<file path="config.mk">
export PLATFORM = sky130hd
export DESIGN_NAME = recent_list_move_to_front
export DESIGN_NICKNAME = d
export VERILOG_FILES = /design/src/design/rlmtf_pkg.sv /design/src/design/rlmtf_mem.sv /design/src/design/recent_list_move_to_front.sv
export SDC_FILE = /design/constraint.sdc
export NUM_CORES = 2
export LEC_CHECK = 0
export ABC_AREA = 1
export ABC_CLOCK_PERIOD_IN_PS = 10200
export BUFFER_PORTS_ARGS = -buffer_cell sky130_fd_sc_hd__buf_2
export CAP_MARGIN = 10
export CORE_ASPECT_RATIO = 0.8
export CORE_MARGIN = 5
export CORE_UTILIZATION = 30
export DETAILED_ROUTE_END_ITERATION = 12
export PLACE_DENSITY = 0.47
export SLEW_MARGIN = 20
export SYNTH_ARGS = -nofsm -noshare
export SYNTH_HDL_FRONTEND = slang
export SYNTH_SLANG_ARGS = --single-unit
export TNS_END_PERCENT = 30
</file>
<file path="constraint.sdc">
create_clock -name clk -period 10.2 [get_ports clk]
set_input_delay 0 -clock clk [delete_from_list [all_inputs] [get_ports clk]]
set_output_delay 0 -clock clk [all_outputs]
set_load 0.005 [all_outputs]
</file>
<file path="src/design/rlmtf_pkg.sv">
package rlmtf_pkg;

    // Opcodes of an input word.
    localparam logic [1:0] OP_UPDATE = 2'd0;
    localparam logic [1:0] OP_LOOKUP = 2'd1;
    localparam logic [1:0] OP_READ   = 2'd2;

    // Result status codes.
    localparam logic [1:0] ST_OK       = 2'd0;
    localparam logic [1:0] ST_INVALID  = 2'd1;
    localparam logic [1:0] ST_NOTFOUND = 2'd2;

    // Chapter reported when there is no entry.
    localparam logic [30:0] CHAPTER_NONE = 31'd1;

    // Wide enough to hold an entry count of up to 511.
    localparam int COUNT_EXT_W = 9;

    typedef struct packed {
        logic [1:0]         opcode;
        logic [31:0]        book_id;
        logic signed [31:0] chapter_in;
        logic [31:0]        offset_in;
        logic               title_present;
        logic [3:0]         position;
    } req_t;

    typedef struct packed {
        logic [1:0]  status;
        logic        hit;
        logic [30:0] chapter_out;
        logic [31:0] offset_out;
        logic [31:0] id_out;
        logic [31:0] evicted_id;
        logic [4:0]  entry_count;
    } rsp_t;

    typedef struct packed {
        logic [31:0] id;
        logic [30:0] chapter;
        logic [31:0] offset;
    } entry_t;

endpackage

</file>
<file path="src/design/rlmtf_mem.sv">
module rlmtf_mem
    import rlmtf_pkg::*;
#(
    parameter int DEPTH  = 16,
    parameter int ADDR_W = 4
)
(
    input  logic              clk,
    input  logic              we,
    input  logic [ADDR_W-1:0] waddr,
    input  entry_t            wdata,
    input  logic              re,
    input  logic [ADDR_W-1:0] raddr,
    output entry_t            rdata
);

    // One write port and one read port; read data is registered and appears in the cycle after re.
    entry_t mem [DEPTH];
    entry_t rdata_reg;

    always_ff @(posedge clk)
    begin
        if (we)
        begin
            mem[waddr] <= wdata;
        end
    end

    always_ff @(posedge clk)
    begin
        if (re)
        begin
            rdata_reg <= mem[raddr];
        end
    end

    assign rdata = rdata_reg;

endmodule

</file>
<file path="src/design/recent_list_move_to_front.sv">
// Most-recently-used list of keyed entries (id, chapter, offset), most recent first.
// The request channel (req_valid, req_ready, req) takes one word per operation:
// an update, a lookup by id, or a read of the entry at a list position. The
// response channel (rsp_valid, rsp_ready, rsp) returns exactly one word for each
// request, in order.
// Only one request is in work at a time. A read passes through the read-wait and done states;
// a rejected update, the unused opcode and a read beyond the count go straight to done.
// A lookup walks the list through the memory read port, one entry per cycle. An update
// walks the list the same way and then shifts the entries in front of the hit (or all
// of them on an insert into a list that is not full, all but the evicted tail on one
// that is full) down by one place, one entry per cycle through the read and write
// ports, and writes the new entry at the front. The list is held in a single entry
// memory with one read port, so the walk and the shift go one entry at a time.
// The response sits in an output register, so a new request is taken while a
// finished response still waits; a stalled receiver holds the next finished result,
// and with it the request channel, until the waiting word is taken.
// Reset empties the list at once (the count goes to zero); no memory sweep is needed
// since only entries below the count are ever read.
module recent_list_move_to_front
    import rlmtf_pkg::*;
#(
    parameter int MAX_ENTRIES = 16
)
(
    input  logic clk,
    input  logic rst_n,
    input  logic req_valid,
    output logic req_ready,
    input  req_t req,
    output logic rsp_valid,
    input  logic rsp_ready,
    output rsp_t rsp
);

    localparam int IDX_W = (MAX_ENTRIES > 1) ? $clog2(MAX_ENTRIES) : 1;
    localparam int CNT_W = $clog2(MAX_ENTRIES + 1);

    localparam logic [2:0] S_IDLE   = 3'd0;
    localparam logic [2:0] S_SEARCH = 3'd1;
    localparam logic [2:0] S_SHIFT  = 3'd2;
    localparam logic [2:0] S_RDWAIT = 3'd3;
    localparam logic [2:0] S_DONE   = 3'd4;

    // Control state.
    logic [2:0]       state_reg, state_next;
    logic [CNT_W-1:0] count_reg, count_next;
    logic             pend_reg, pend_next;
    logic             more_reg, more_next;
    logic             rsp_valid_reg, rsp_valid_next;

    // Operation context and datapath registers.
    logic [1:0]       op_reg, op_next;
    logic [31:0]      id_reg, id_next;
    logic [30:0]      chap_reg, chap_next;
    logic [31:0]      off_reg, off_next;
    logic [CNT_W-1:0] rd_idx_reg, rd_idx_next;
    logic [IDX_W-1:0] cmp_idx_reg, cmp_idx_next;
    logic [31:0]      last_id_reg, last_id_next;
    logic [IDX_W-1:0] src_reg, src_next;
    logic [IDX_W-1:0] dst_reg, dst_next;
    rsp_t             res_reg, res_next;
    rsp_t             rsp_data_reg, rsp_data_next;

    // Memory port signals.
    logic             mem_we;
    logic [IDX_W-1:0] mem_waddr;
    entry_t           mem_wdata;
    logic             mem_re;
    logic [IDX_W-1:0] mem_raddr;
    entry_t           mem_rdata;

    logic [COUNT_EXT_W-1:0] count_wide;
    logic [COUNT_EXT_W-1:0] pos_wide;
    logic                   list_full;

    assign count_wide = COUNT_EXT_W'(count_reg);
    assign pos_wide   = COUNT_EXT_W'(req.position);
    assign list_full  = (count_reg == CNT_W'(MAX_ENTRIES));

    rlmtf_mem #(
        .DEPTH  (MAX_ENTRIES),
        .ADDR_W (IDX_W)
    ) u_mem (
        .clk   (clk),
        .we    (mem_we),
        .waddr (mem_waddr),
        .wdata (mem_wdata),
        .re    (mem_re),
        .raddr (mem_raddr),
        .rdata (mem_rdata)
    );

    assign req_ready = (state_reg == S_IDLE);
    assign rsp_valid = rsp_valid_reg;
    assign rsp       = rsp_data_reg;

    always_comb
    begin
        logic [CNT_W-1:0] moves;
        logic [CNT_W-1:0] moves_m1;
        logic             found;

        state_next     = state_reg;
        count_next     = count_reg;
        pend_next      = pend_reg;
        more_next      = more_reg;
        op_next        = op_reg;
        id_next        = id_reg;
        chap_next      = chap_reg;
        off_next       = off_reg;
        rd_idx_next    = rd_idx_reg;
        cmp_idx_next   = cmp_idx_reg;
        last_id_next   = last_id_reg;
        src_next       = src_reg;
        dst_next       = dst_reg;
        res_next       = res_reg;
        rsp_data_next  = rsp_data_reg;
        rsp_valid_next = rsp_valid_reg && !rsp_ready;

        mem_we    = 1'b0;
        mem_waddr = '0;
        mem_wdata = entry_t'{id: id_reg, chapter: chap_reg, offset: off_reg};
        mem_re    = 1'b0;
        mem_raddr = rd_idx_reg[IDX_W-1:0];

        moves    = '0;
        moves_m1 = '0;
        found    = pend_reg && (mem_rdata.id == id_reg);

        unique case (state_reg)
            S_IDLE:
            begin
                if (req_valid)
                begin
                    op_next     = req.opcode;
                    id_next     = req.book_id;
                    off_next    = req.offset_in;
                    // Chapters below one are recorded as one.
                    chap_next   = (req.chapter_in < 32'sd1) ? CHAPTER_NONE
                                                            : req.chapter_in[30:0];
                    rd_idx_next = '0;
                    pend_next   = 1'b0;
                    res_next    = rsp_t'{status: ST_NOTFOUND, hit: 1'b0,
                                         chapter_out: CHAPTER_NONE, offset_out: '0,
                                         id_out: '0, evicted_id: '0, entry_count: '0};
                    unique case (req.opcode)
                        OP_UPDATE:
                        begin
                            if ((req.book_id == '0) || !req.title_present)
                            begin
                                res_next.status = ST_INVALID;
                                state_next      = S_DONE;
                            end
                            else
                            begin
                                state_next = S_SEARCH;
                            end
                        end
                        OP_LOOKUP:
                        begin
                            state_next = S_SEARCH;
                        end
                        OP_READ:
                        begin
                            if (pos_wide < count_wide)
                            begin
                                mem_re     = 1'b1;
                                mem_raddr  = pos_wide[IDX_W-1:0];
                                state_next = S_RDWAIT;
                            end
                            else
                            begin
                                state_next = S_DONE;
                            end
                        end
                        default:
                        begin
                            res_next.status = ST_INVALID;
                            state_next      = S_DONE;
                        end
                    endcase
                end
            end

            S_SEARCH:
            begin
                // Reads are issued back to back; each compare uses the word read
                // in the previous cycle.
                if (pend_reg)
                begin
                    last_id_next = mem_rdata.id;
                end
                if (found)
                begin
                    pend_next = 1'b0;
                    if (op_reg == OP_UPDATE)
                    begin
                        res_next.status      = ST_OK;
                        res_next.hit         = 1'b1;
                        res_next.chapter_out = chap_reg;
                        res_next.offset_out  = off_reg;
                        res_next.id_out      = id_reg;
                        moves                = CNT_W'(cmp_idx_reg);
                        state_next           = S_SHIFT;
                    end
                    else
                    begin
                        res_next.status      = ST_OK;
                        res_next.hit         = 1'b1;
                        res_next.chapter_out = (mem_rdata.chapter == '0) ? CHAPTER_NONE
                                                                         : mem_rdata.chapter;
                        res_next.offset_out  = mem_rdata.offset;
                        res_next.id_out      = id_reg;
                        state_next           = S_DONE;
                    end
                end
                else if (!pend_reg && !(rd_idx_reg < count_reg))
                begin
                    // Whole list compared without a match.
                    if (op_reg == OP_UPDATE)
                    begin
                        res_next.status      = ST_OK;
                        res_next.chapter_out = chap_reg;
                        res_next.offset_out  = off_reg;
                        res_next.id_out      = id_reg;
                        if (list_full)
                        begin
                            // The last word compared was the tail entry.
                            res_next.evicted_id = last_id_reg;
                            moves               = CNT_W'(MAX_ENTRIES - 1);
                        end
                        else
                        begin
                            moves      = count_reg;
                            count_next = count_reg + CNT_W'(1);
                        end
                        state_next = S_SHIFT;
                    end
                    else
                    begin
                        state_next = S_DONE;
                    end
                end
                else if (rd_idx_reg < count_reg)
                begin
                    mem_re       = 1'b1;
                    mem_raddr    = rd_idx_reg[IDX_W-1:0];
                    pend_next    = 1'b1;
                    cmp_idx_next = rd_idx_reg[IDX_W-1:0];
                    rd_idx_next  = rd_idx_reg + CNT_W'(1);
                end
                else
                begin
                    pend_next = 1'b0;
                end

                if (state_next == S_SHIFT)
                begin
                    moves_m1  = moves - CNT_W'(1);
                    more_next = (moves != '0);
                    src_next  = moves_m1[IDX_W-1:0];
                end
            end

            S_SHIFT:
            begin
                // Entries move down one place, from the deepest one upward, and then the new entry
                // is written at the front; a write lands two places below the read in flight, if any.
                if (pend_reg)
                begin
                    mem_we    = 1'b1;
                    mem_waddr = dst_reg;
                    mem_wdata = mem_rdata;
                end
                if (more_reg)
                begin
                    mem_re    = 1'b1;
                    mem_raddr = src_reg;
                    pend_next = 1'b1;
                    dst_next  = src_reg + IDX_W'(1);
                    if (src_reg == '0)
                    begin
                        more_next = 1'b0;
                    end
                    else
                    begin
                        src_next = src_reg - IDX_W'(1);
                    end
                end
                else
                begin
                    pend_next = 1'b0;
                    if (!pend_reg)
                    begin
                        mem_we     = 1'b1;
                        mem_waddr  = '0;
                        state_next = S_DONE;
                    end
                end
            end

            S_RDWAIT:
            begin
                res_next.status      = ST_OK;
                res_next.chapter_out = mem_rdata.chapter;
                res_next.offset_out  = mem_rdata.offset;
                res_next.id_out      = mem_rdata.id;
                state_next           = S_DONE;
            end

            S_DONE:
            begin
                if (!rsp_valid_reg || rsp_ready)
                begin
                    rsp_valid_next            = 1'b1;
                    rsp_data_next             = res_reg;
                    rsp_data_next.entry_count = count_wide[4:0];
                    state_next                = S_IDLE;
                end
            end

            default:
            begin
                state_next = S_IDLE;
            end
        endcase
    end

    always_ff @(posedge clk or negedge rst_n)
    begin
        if (!rst_n)
        begin
            state_reg     <= S_IDLE;
            count_reg     <= '0;
            pend_reg      <= 1'b0;
            more_reg      <= 1'b0;
            rsp_valid_reg <= 1'b0;
        end
        else
        begin
            state_reg     <= state_next;
            count_reg     <= count_next;
            pend_reg      <= pend_next;
            more_reg      <= more_next;
            rsp_valid_reg <= rsp_valid_next;
        end
    end

    always_ff @(posedge clk)
    begin
        op_reg       <= op_next;
        id_reg       <= id_next;
        chap_reg     <= chap_next;
        off_reg      <= off_next;
        rd_idx_reg   <= rd_idx_next;
        cmp_idx_reg  <= cmp_idx_next;
        last_id_reg  <= last_id_next;
        src_reg      <= src_next;
        dst_reg      <= dst_next;
        res_reg      <= res_next;
        rsp_data_reg <= rsp_data_next;
    end

endmodule
</file>
Word level (Yosys, flattened, before mapping)
Memories as Yosys holds them, arrays and structs flattened. A register that Yosys moved wholly into a read port is not among the register bits.
Cells that the tools add are included.
W data, S select, Z words.
- bitwise logic cells: 3
- reductions and logical operators: 36
- $lt $le $gt $ge: 3
- add/sub/neg operators: 5
- muxes and demuxes: 80
- eq/ne operators: 26
- operators with widths (kind ; count):
    $mux W95 ; 4
    $pmux W95 S3 ; 1
    $mux W127 ; 2
    $mux W135 ; 1
    $mux W32 ; 2
    $pmux W32 S2 ; 1
    $mux W4 ; 12
    $mux W5 ; 9
    $eq A32 B32 Y1 ; 1
    $logic_not A32 Y1 ; 1
    $lt A32 B2 Y1 const B ; 1
    $logic_not A31 Y1 ; 1
    $mux W31 ; 1
    $mux W3 ; 10
    $ne A2 B2 Y1 const B ; 14
    $mux W1 ; 22
    $pmux W4 S2 ; 2
    $reduce_and A4 Y1 ; 4
    $pmux W3 S5 ; 1
    $add A5 B1 Y5 const B ; 2
    $pmux W5 S2 ; 1
    $reduce_and A2 Y1 ; 5
    $reduce_and A5 Y1 ; 2
    $eq A3 B2 Y1 const B ; 3
    29 further kinds ; 50
- input bits: 107
- word-level logic and storage cells: 181
- flip-flop bits (word level): 422
- memories: 1
- output and inout bits: 137
- RAM bits: 1520
- memory list (name ; words ; bits a word ; read ports ; clocked after Yosys merged registers in ; wr ports ; RTL line ; text):
    u_mem.mem ; 16 ; 95 ; 1 ; 1 ; 1 ; rlmtf_mem.sv:18 ; entry_t mem [DEPTH];

Longest topological paths before layout
- depth in word-level cells: 9
- depth in mapped cells: 19
- depth with buffers taken out: 16

By module
From an unflattened synthesis, not the netlist that was laid out.
- cells, all modules: 7931
- area total of the unflattened synthesis: 86344.1 um^2
- by module, submodules not included (module ; times used ; area an instance (um^2) ; cells each):
    rlmtf_mem ; 1 ; 67757.5 ; 6236
    recent_list_move_to_front ; 1 ; 18586.6 ; 1695

Worst setup path before layout
OpenSTA, ideal clock, no wires.
- kind: reg-to-reg
- from: register state_reg[1]
- to: memory u_mem.mem[0][0] (netlist name) (enable)
- clock period less this slack: 8.639 ns
- required time: 9.510 ns
- library setup time: 0.690 ns
- slack: 1.561 ns
- cell stages (with the launch flop): 7
- data arrival time: 7.949 ns
- cells stage by stage: dfrtp_1 buf_4 nand3_4 nor2_1 inv_1 a21oi_1 a211oi_1
- longest elaborated chain between the ends: 4
- elaborated cells on any way between the ends: 5
- RTL lines (item ; RTL line ; text):
    start, declared ; recent_list_move_to_front.sv:45 ; logic [2:0] state_reg, state_next;
    start signal, assigned ; recent_list_move_to_front.sv:341 ; state_reg <= state_next;
    $eq A3 B2 Y1 * ; recent_list_move_to_front.sv:130 ; unique case (state_reg)
    $mux W1 ; recent_list_move_to_front.sv:130 ;
    $mux W1 ; rlmtf_mem.sv:23 ; if (we)
    $mux W1 (implied by the code) ; rlmtf_mem.sv:25 ; mem[waddr] <= wdata;
    end, declared ; rlmtf_mem.sv:18 ;
Mark *: on every way between the ends. The rest lies on a longest branch, timed or not.

Worst setup path after layout
- from: register count_reg[2]
- to: register u_mem.rdata[27] (netlist name)
- longest elaborated chain between the ends: 6
- elaborated cells on any way between the ends: 15
- RTL lines (item ; RTL line ; text):
    start, declared ; recent_list_move_to_front.sv:46 ; logic [CNT_W-1:0] count_reg, count_next;
    start signal, assigned ; recent_list_move_to_front.sv:342 ; count_reg <= count_next;
    $lt A5 B5 Y1 ; recent_list_move_to_front.sv:217, recent_list_move_to_front.sv:244 ;
    $logic_not A1 Y1 ; recent_list_move_to_front.sv:217 ; else if (!pend_reg && !(rd_idx_reg < count_reg))
    $logic_and A1 B1 Y1 ; recent_list_move_to_front.sv:217 ;
    $mux W1 ; recent_list_move_to_front.sv:217 ;
    $mux W1 ; recent_list_move_to_front.sv:193 ; if (found)
    $pmux W1 S3 ; recent_list_move_to_front.sv:130 ;
Parallel ways exist; a longest one is shown, timed or not.
A chain may end at the register's enable or synchronous reset.

==> results.py <==
metrics = {
    "clock_network": {
        "numCtsBuffers": 218,
        "cts_clock_pin_slew_for_the_worst_setup_and_hold_paths_ns": 0.06,
        "cts_num_sinks": 2037,
        "post-cts-setup-buffers": 0,
        "tritoncts": "built",
        "root_buffer": "sky130_fd_sc_hd__clkbuf_16",
        "clk-insertion-delay-late_ns": 0.85,
        "cts-htree-levels": 4,
        "cts.path.max_buffers": 3,
        "postCtsHoldBufs": 196,
        "ctsResizeCount": 0,
    },
    "global_route": {
        "grt_antenna_before_repair": 5,
        "vias_in_the_first_global_route": 56100,
        "gr-usage-all-layers": 0.173,
        "overflow": 0,
        "largest_net_degree_at_the_start_of_global_routing": 189,
        "grt.met2_usage": 0.275,
        "global_route.usage.met1": 0.250,
        "grt_first_pass_wirelength_mm": 393,
        "global_route.peak_usage_layer": "met2",
        "groute.layer.met3.usage": 0.0229,
    },
    "cells_and_area": {
        "layout.cells.most_common": "sky130_fd_sc_hd__edfxtp_1",
        "flip_flop_count_of_the_largest_register_after_layout": 1520,
        "fin_nets": 8418,
        "design_area_um2": 101000,
        "leading_cell_types_in_the_layout_fill_and_taps_excluded": "2,026 x sky130_fd_sc_hd__edfxtp_1, 2,015 x sky130_fd_sc_hd__nand2_1, 1,753 x sky130_fd_sc_hd__nand3_1",
        "syn_to_final_growth_pct": 16.8,
        "share_of_final_layout_standard_cells_stronger_than_drive_strength_1": 0.0936,
        "fillCellCount": 28600,
    },
    "sta": {
        "max_slew.worst_pin.slew_ns": 1.27,
        "worst_slew_margin_rel": 0.153,
        "finalCritPeriodShare": 0.524,
        "finClkSkew_ns": 0.0290,
        "maximum_clock_rate_mhz": 187,
        "report.final.setup_viol": 0,
        "drv_slew": 0,
        "rsz0062_at_grt": "false",
        "hold_violations_final": 0,
        "final.min_clock_period_ns": 5.34,
        "totalNegativeSetupSlack_ns": 0,
    },
    "detailed_routing": {
        "detailedRoute.firstPassIterationCount": 8,
        "drt_drc_violations_left": 0,
        "routed_wl_mm": 268,
        "antenna_violating_nets_post_route": 0,
        "detailedRoute.firstIterationViolations": 5609,
        "vias_per_std_cell": 4.80,
        "wire_per_inst_um": 21.8,
        "via_count": 59100,
    },
    "job": {
        "maxCapViolCount": 0,
    },
    "critical_path": {
        "cp_slowest_cell": "sky130_fd_sc_hd__buf_4",
        "critPathMaxStageDelay_ns": 0.83,
        "critical_path_arrival_ns": 5.93,
        "timing_worst_setup_path_type": "reg2reg",
        "timing.critical_path.from_type": "flip-flop",
        "cp_cell_sequence": "inv_1 > ha_1 > nand2_1 > nand2_1 > nand2_1 > nand2_1 > nor2_1 > nand4_1 > nand3_4 > buf_4 > buf_4 > buf_4 > nand3_1 > nand3_1 > nand3_1 > nand3_1 > nand2_1",
        "end_kind": "flip-flop",
        "worst-endpoint-required_ns": 10.79,
        "cpMostUsedCell": "sky130_fd_sc_hd__nand2_1",
        "worstPathMaxFanout": 75,
    },
    "power": {
        "leakage_uw": 0.0399,
        "post-layout-total-power_uw": 27900,
        "power_per_cell_area_nw_per_um2": 275,
        "irDropWorstVdd_uv": 321,
    },
    "logic_synthesis": {
        "synth_sequential_area_ratio": 0.705,
        "syn-mean-instance-area_um2": 10.9,
        "syn_area_um2": 86700,
        "ys.warnings.count": 0,
        "synth_area_leaders": "sky130_fd_sc_hd__edfxtp_1 70%, sky130_fd_sc_hd__nand3_1 10%, sky130_fd_sc_hd__nand2_1 8.7%, sky130_fd_sc_hd__inv_1 4.5%, sky130_fd_sc_hd__o21ai_0 1.7%",
        "synth.ff_latch_count": 2037,
        "netlist.top_cell.by_area": "sky130_fd_sc_hd__edfxtp_1",
        "netlist.area_leader.share": 0.702,
        "synth_cells": 7924,
        "number_of_different_library_cells_in_the_post_synthesis_netlist": 40,
        "synthesis.nets": 8048,
    },
    "place": {
        "globalplace.congestion": 0.809,
        "placed_standard_cell_area_um2": 92400,
        "detailedPlacementHpwl_mm": 132,
        "io_buffer_count": 243,
    },
    "floorplan": {
        "floorplan.io_pins": 244,
        "start_util": 0.301,
        "rows": 176,
        "floorplan_die_area_um2": 300000,
        "fp.dieW_um": 611,
        "core_um2": 288000,
        "die_height_um": 491,
    },
    "run_status": {
        "run_status": "complete, no violations",
    },
    "min_path": {
        "hold_path.class": "in2reg",
    },
}
## layer usage
layer | vias to the layer above | part of all wire
met5 | - | 0
met3 | 376 | 0.059
met4 | 0 | 0.025
li1 | 27600 | -
met1 | 29200 | 0.46
met2 | 1919 | 0.46
## cells in the mapped netlist (all sizes together)
cell type / number
nand3b: 1
nand2: 2021
nor3: 8
o22ai: 23
a211oi: 2
nand4: 14
o211ai: 2
dfrtp: 11
a21boi: 2
edfxtp: 2026
o21bai: 1
nor2: 132
a31o: 1
clkbuf: 184
xor2: 9
xnor2: 12
inv: 1061
a22oi: 2
o21ai: 310
nand3: 1755
or2: 1
nor4: 20
and2: 1
buf: 291
a21oi: 14
clkinv: 1
a31oi: 1
a21o: 1
ha: 17
## power by group
part	switching, uW	leakage (uW)	internal (uW)
combinational	6780	0.0180	2510
sequential	352	0.0186	10600
clock	3350	0.00332	4320
total	10500	0.0399	17400
## kinds of logic after synthesis
logic type,after synthesis,share of synthesized area
AND/OR/NAND/NOR,3953,0.198
AO/OA/AOI/OAI,359,0.0216
buffers and inverters,1537,0.0706
adder cells (fa/ha/maj),17,0.00245
flip-flops,2037,0.705
XOR/XNOR,21,0.00212
## stage by stage
stage           util  hold WS [ns]  setup slack (ns)  std cells
5_1_grt        0.352        0.0661              4.42      12300
3_5_place_dp   0.321       -0.0817              4.89      11700
2_1_floorplan      -        -0.296              1.56       7924
3_3_place_gp   0.321       -0.0916              4.87      11700
6_report       0.352        0.0951              4.86      12300
4_1_cts        0.352       0.00732              4.92      12300
## final timing paths
path | from | to | slack [ns] | depth (start not counted)
worst max-delay path | count_reg[2] | u_mem.rdata[27] | 4.86 | 17
worst min-delay path | req[42] | chap_reg[5] | 0.1 | 4
worst max register to register | count_reg[2] | u_mem.rdata[27] | 4.86 | 17
worst min register to register | res_reg[101] | rsp[101] | 0.41 | 0
max in group asynchronous | rst_n | state_reg[1] | 9.45 | 3
min in group asynchronous | rst_n | count_reg[0] | 0.30 | 3
## layout make-up
class / instances / area, um2 / area share
diodes: 6 / 15.0 / 0.000148
clock buffers: 274 / 5690 / 0.0562
clock inverters: 128 / 1120 / 0.0110
inverters: 1062 / 4000 / 0.0395
multi-input cells: 4350 / 19700 / 0.195
flip-flops and latches: 2037 / 61100 / 0.604
well taps: 3827 / 4790 / 0.0473
repair buffers: 625 / 4790 / 0.0474
## worst max-delay path: cells and delay by family, from the launching register on
| family | cells | cell delay [ns] |
|---|---|---|
| adder cells (fa/ha/maj) | 1 | 0.28 |
| buffers and inverters | 4 | 2.55 |
| flip-flops | 1 | 0.42 |
| AND/OR/NAND/NOR | 12 | 1.63 |
No activity file was read; power rests on OpenSTA's default activity.
